<file path="config.mk">
export PLATFORM = sky130hd
export DESIGN_NAME = lpct_ctrl
export DESIGN_NICKNAME = d
export VERILOG_FILES = /design/src/sv/lpct_pkg.sv /design/src/sv/lpct_ctrl.sv
export SDC_FILE = /design/constraint.sdc
export NUM_CORES = 1
export LEC_CHECK = 0
export ABC_AREA = 1
export BUFFER_PORTS_ARGS = -buffer_cell sky130_fd_sc_hd__buf_2
export CAP_MARGIN = 20
export CORE_AREA = 2 2 39 41
export DETAILED_ROUTE_END_ITERATION = 10
export DIE_AREA = 0 0 41 43
export GPL_TIMING_DRIVEN = 0
export SLEW_MARGIN = 20
export SYNTH_ARGS = -nofsm -noshare
export SYNTH_HDL_FRONTEND = slang
export SYNTH_SLANG_ARGS = --single-unit
export TNS_END_PERCENT = 10
</file>
<file path="constraint.sdc">
create_clock -name clock -period 2.01 [get_ports clock]
set_input_delay 0 -clock clock [delete_from_list [all_inputs] [get_ports clock]]
set_output_delay 0 -clock clock [all_outputs]
set_load 0.01 [all_outputs]
</file>
<file path="src/sv/lpct_pkg.sv">
// ---------------------------------------------------------------------------
// lpct_pkg
// Types and codes shared by the page cache table modules.
// ---------------------------------------------------------------------------
`default_nettype none
package lpct_pkg;

   localparam logic [3:0] OP_PROBE     = 4'd0;
   localparam logic [3:0] OP_GET       = 4'd1;
   localparam logic [3:0] OP_MARK_HIT  = 4'd2;
   localparam logic [3:0] OP_INS_CLEAN = 4'd3;
   localparam logic [3:0] OP_INS_DIRTY = 4'd4;
   localparam logic [3:0] OP_UPD_DIRTY = 4'd5;
   localparam logic [3:0] OP_UPD_KEEP  = 4'd6;
   localparam logic [3:0] OP_WRITEBACK = 4'd7;
   localparam logic [3:0] OP_REMOVE    = 4'd8;
   localparam logic [3:0] OP_EVICT_LRU = 4'd9;
   localparam logic [3:0] OP_EVICT_DTY = 4'd10;

   localparam logic [2:0] RS_OK       = 3'd0;
   localparam logic [2:0] RS_MISS     = 3'd1;
   localparam logic [2:0] RS_DUP      = 3'd2;
   localparam logic [2:0] RS_FULL     = 3'd3;
   localparam logic [2:0] RS_EMPTY    = 3'd4;
   localparam logic [2:0] RS_NO_DIRTY = 3'd5;

   localparam logic [1:0] SL_CLEAN = 2'd0;
   localparam logic [1:0] SL_DIRTY = 2'd1;
   localparam logic [1:0] SL_WBACK = 2'd2;
   localparam logic [1:0] SL_NONE  = 2'd3;

   localparam logic [6:0] CAP_RESET = 7'd64;

   typedef struct packed {
      logic [3:0]  op;
      logic [7:0]  src_stream;
      logic [31:0] lpn;
      logic [31:0] content;
      logic [47:0] timestamp;
      logic [15:0] sector_bitmap;
      logic [6:0]  request_slots;
   } req_type;

   typedef struct packed {
      logic [2:0]  status;
      logic [7:0]  out_src_stream;
      logic [31:0] out_lpn;
      logic [31:0] out_content;
      logic [47:0] out_timestamp;
      logic [15:0] out_sector_bitmap;
      logic [1:0]  out_slot_status;
      logic        out_ever_hit;
      logic [6:0]  occupancy;
      logic        is_full;
      logic        is_empty;
      logic        room_for_request;
   } rsp_type;

   typedef struct packed {
      logic load;
      logic search;
      logic apply;
   } cmd_type;

   typedef struct packed {
      logic busy;
   } stat_type;

endpackage
`default_nettype wire

</file>
<file path="src/sv/lpct_ctrl.sv">
// ---------------------------------------------------------------------------
// lpct_ctrl
// Sequencer: load, search, apply, then hold the result beat until taken.
// ---------------------------------------------------------------------------
`default_nettype none
module lpct_ctrl
   import lpct_pkg::*;
(
   input  wire logic     clock,
   input  wire logic     reset,
   input  wire logic     req_valid,
   output logic          req_ready,
   output logic          rsp_valid,
   input  wire logic     rsp_ready,
   input  wire stat_type dp_stat,
   output cmd_type       dp_cmd
);

   localparam logic [1:0] S_IDLE   = 2'd0;
   localparam logic [1:0] S_SEARCH = 2'd1;
   localparam logic [1:0] S_APPLY  = 2'd2;
   localparam logic [1:0] S_RESP   = 2'd3;

   logic [1:0] state_ff, state_in;

   assign req_ready     = (state_ff == S_IDLE) && !dp_stat.busy;
   assign rsp_valid     = (state_ff == S_RESP);
   assign dp_cmd.load   = req_valid && req_ready;
   assign dp_cmd.search = (state_ff == S_SEARCH);
   assign dp_cmd.apply  = (state_ff == S_APPLY);

   always_comb begin
      state_in = state_ff;
      unique case (state_ff)
         S_IDLE:   if (req_valid && req_ready) state_in = S_SEARCH;
         S_SEARCH: state_in = S_APPLY;
         S_APPLY:  state_in = S_RESP;
         S_RESP:   if (rsp_ready) state_in = S_IDLE;
         default:  state_in = S_IDLE;
      endcase
   end

   always_ff @(posedge clock) begin
      if (reset) state_ff <= S_IDLE;
      else state_ff <= state_in;
   end

endmodule
`default_nettype wire

</file>
# After elaboration in Yosys (flattened, before gate mapping)
# Cells that the tools add are included.
# totals
register_bits	2
inputBits	5
out_inout_bits	5
wordCells	14
# op_classes
n_eq_ne	5
muxes	3
n_reduce_logical	5
# ops
op	count
$pmux 2 s4	1
$eq 2x2->1 const B	2
$mux 2	2
$eq 2x1->1 const B	1
$logic_and 1x1->1	2
$logic_not 2->1	1
$ne 2x1->1 const B	1
$ne 2x2->1 const B	1
$reduce_and 2->1	1
$logic_not 1->1	1

# Longest topological paths before layout
# logic_depth
depth_word	5
mapped_depth	6
mapped_depth_nobuf	6

# Worst setup path before layout
# OpenSTA, ideal clock, no wires.
# synth_timing
path_type	register -> register
start	register state_ff[0]
end	register state_ff[0]
arrival_ns	0.917
required_ns	1.895
path_slack_ns	0.978
path_stages_with_launch	7
n_path_buf	0
period_less_slack_ns	1.032
path_cell_list	dfxtp_1 -> inv_1 -> ha_1 -> nor2_1 -> nand3_1 -> nand2_1 -> nor2_1
# synth_lines
element	line	source
from (decl)	lpct_ctrl.sv:24	logic [1:0] state_ff, state_in;
from (signal assigned)	lpct_ctrl.sv:45	else state_ff <= state_in;

==> metrics.yaml <==
final_area_um2: 277
clk_path_buf_depth: 2
detail_route.wl_per_cell_um: 6.85
grt_usage_pct: 5.61
antenna_found_initial: 0
cap_violations: 0
synth_most_common_cell: "inv_1"
slew_viol_final: 0
ys_seq_elements: 2
intPower_mw: 0.197
hold_class: "primary input to register"
cts_resized: 0
start_kind: "register"
htreeDepth: 1
port_buffers: 9
yosys_warnings: 0
arrival_ps: 1200
swShare_pct: 41.7
setup_viol: 0
largest_reg_flops: 2
seqPwrFrac_pct: 21.5
required_ps: 2010
finalSetupTns_ps: 0
end_kind: "output port"
top_regs: "state_ff x2"
min_period_ps: 1200
power_density_nw_per_um2: 1220
grt_pass1_vias: 161
numCtsBuffers: 3
placed_cell_area_um2: 254
worstMarginPinSlew_ps: 182
fill_cells: 163
status: "completed"
power_switching_mw: 0.141
root_buffer: "clkbuf_4"
synth_edf_count: 0
io_pins: 10
pwr-share-clk_pct: 25.8
synth_nets: 37
synth_cell_type_count: 9
grt_first_pass_wirelength_um: 552
die_y_um: 43
grt_max_degree: 5
final-hold-violation-count: 0
vias_per_cell: 3.36
syn_area_per_cell_um2: 7.00
yosysTopAreaCell: "ha_1"
crit_slowest_cell: "dfxtp_1"
worstSetupPathType: "register to output port"
rsz0062_at_grt: "false"
antenna_cells: 0
die_width_um: 41
synth_top_area_share_pct: 33.1
ant_nets: 0
clock-sinks: 2
final_net_count: 51
synth_common_cells: "inv_1 (7), ha_1 (5), nor2_1 (4)"
async_reset_ff_share_pct: 0
synth_area_um2: 189
top_register: "state_ff"
yosysSeqAreaShare_pct: 21.2
synthTopCellsByArea: "ha_1 (33%), dfxtp_1 (21%), inv_1 (14%)"
ys.flop_type: "dfxtp_1"
cts_tree: "done"
clock_latency_ps: 220
period_share_pct: 59.7
syn_inst: 27
fmax_mhz: 833
rows: 14
start_util_pct: 13.7
hpwl_um: 320
overflow: 0
crit_top_cell: "inv_1"
critPathMaxStageDelay_ps: 330
postCtsSetupBuffers: 0
via_count: 185
ctsHoldBuffers: 0
dr.pass1.iters: 1
p_comb_share_pct: 52.7
slew-limit-headroom_pct: 87.9
finalWeightedCongestion: 0.596
post-route-drc-count: 0
power_leakage_nw: 0.167
path_max_fanout: 4
finalPower_mw: 0.338
drt_iter0_markers: 0
peakVddDrop_v: 0.000218
finClkSkew_ps: 1.17
drive_gt1_share_pct: 33.3
die_area_um2: 1760
path_clk_slew_ps: 30
crit_chain: "inv_1 -> ha_1 -> inv_1 -> nor3_1 -> buf_2"
core_area_um2: 1380
syn2layout_area_growth_pct: 46.4
finalWirelength_um: 377
[worst max-delay path: cells and delay by family (launching register included)]
| family | cells | cell delay [ps] |
|---|---|---|
| flops | 1 | 330 |
| buf+inv | 3 | 320 |
| fa+ha+maj | 1 | 190 |
| simple gates | 1 | 150 |
[worst paths after layout]
kind                     from           to  depth (start not counted)  slack (ps)
hold / removal          reset  state_ff[0]                          4          30
hold reg to reg   state_ff[0]  state_ff[0]                          2         550
setup / recovery  state_ff[0]    dp_cmd[2]                          5         810
setup reg to reg  state_ff[0]  state_ff[1]                          6         900
[placed cells by master (no fill, tap or decap)]
master    synthesis  final
o21ai_2           1      1
nand2_1           3      3
ha_1              5      5
nand3_1           2      2
nor3_1            1      1
a21oi_1           2      2
clkbuf_4          0      3
buf_2             0      9
nor2_1            4      4
dfxtp_1           2      2
inv_1             7      7
[final cells by class]
type                            count  area, um2  area share [%]
Inverter                            7       26.3            9.50
Tap cell                           16       20.0            7.24
Sequential cell                     2       40.0            14.5
Clock buffer                        3       22.5            8.14
Multi-Input combinational cell     18        123            44.3
Timing Repair Buffer                9       45.0            16.3
[power by group through the flow]
stage	Sequential, mW	Clock (mW)	Combinational [mW]
3_5_place_dp	0.0737	0	0.184
3_3_place_gp	0.0735	0	0.177
5_1_grt	0.0782	0.0972	0.205
6_report	0.0728	0.0872	0.178
4_1_cts	0.0730	0.0932	0.184
2_1_floorplan	0.0695	0	0.136
[kinds of logic (layout without fill, tap and decap cells)]
group	after synthesis	count (layout)	share of synthesized area, %
DFF	2	2	21.2
and+or+nand+nor	10	10	21.8
buffers and inverters	7	19	13.9
adders and majority gates	5	5	33.1
AOI/OAI and AO/OA	3	3	9.93
[per-layer routing]
layer,part of all wire (%),routed length [um],GRT usage (%)
met5,0,0,0
met4,0,0,8.00
met3,9.8,37,4.71
met2,53,199,7.19
met1,37,140,3.82
[stage by stage]
step	worst slack [ps]	hold slack, ps	std cells	util (%)
2_1_floorplan	978	47.5	27	-
3_3_place_gp	927	258	52	18.4
3_5_place_dp	894	267	52	18.4
4_1_cts	794	30.8	55	20.0
5_1_grt	679	46.4	55	20.0
6_report	809	33.2	55	20.0
Note: power is estimated with default switching activity, not from simulation.
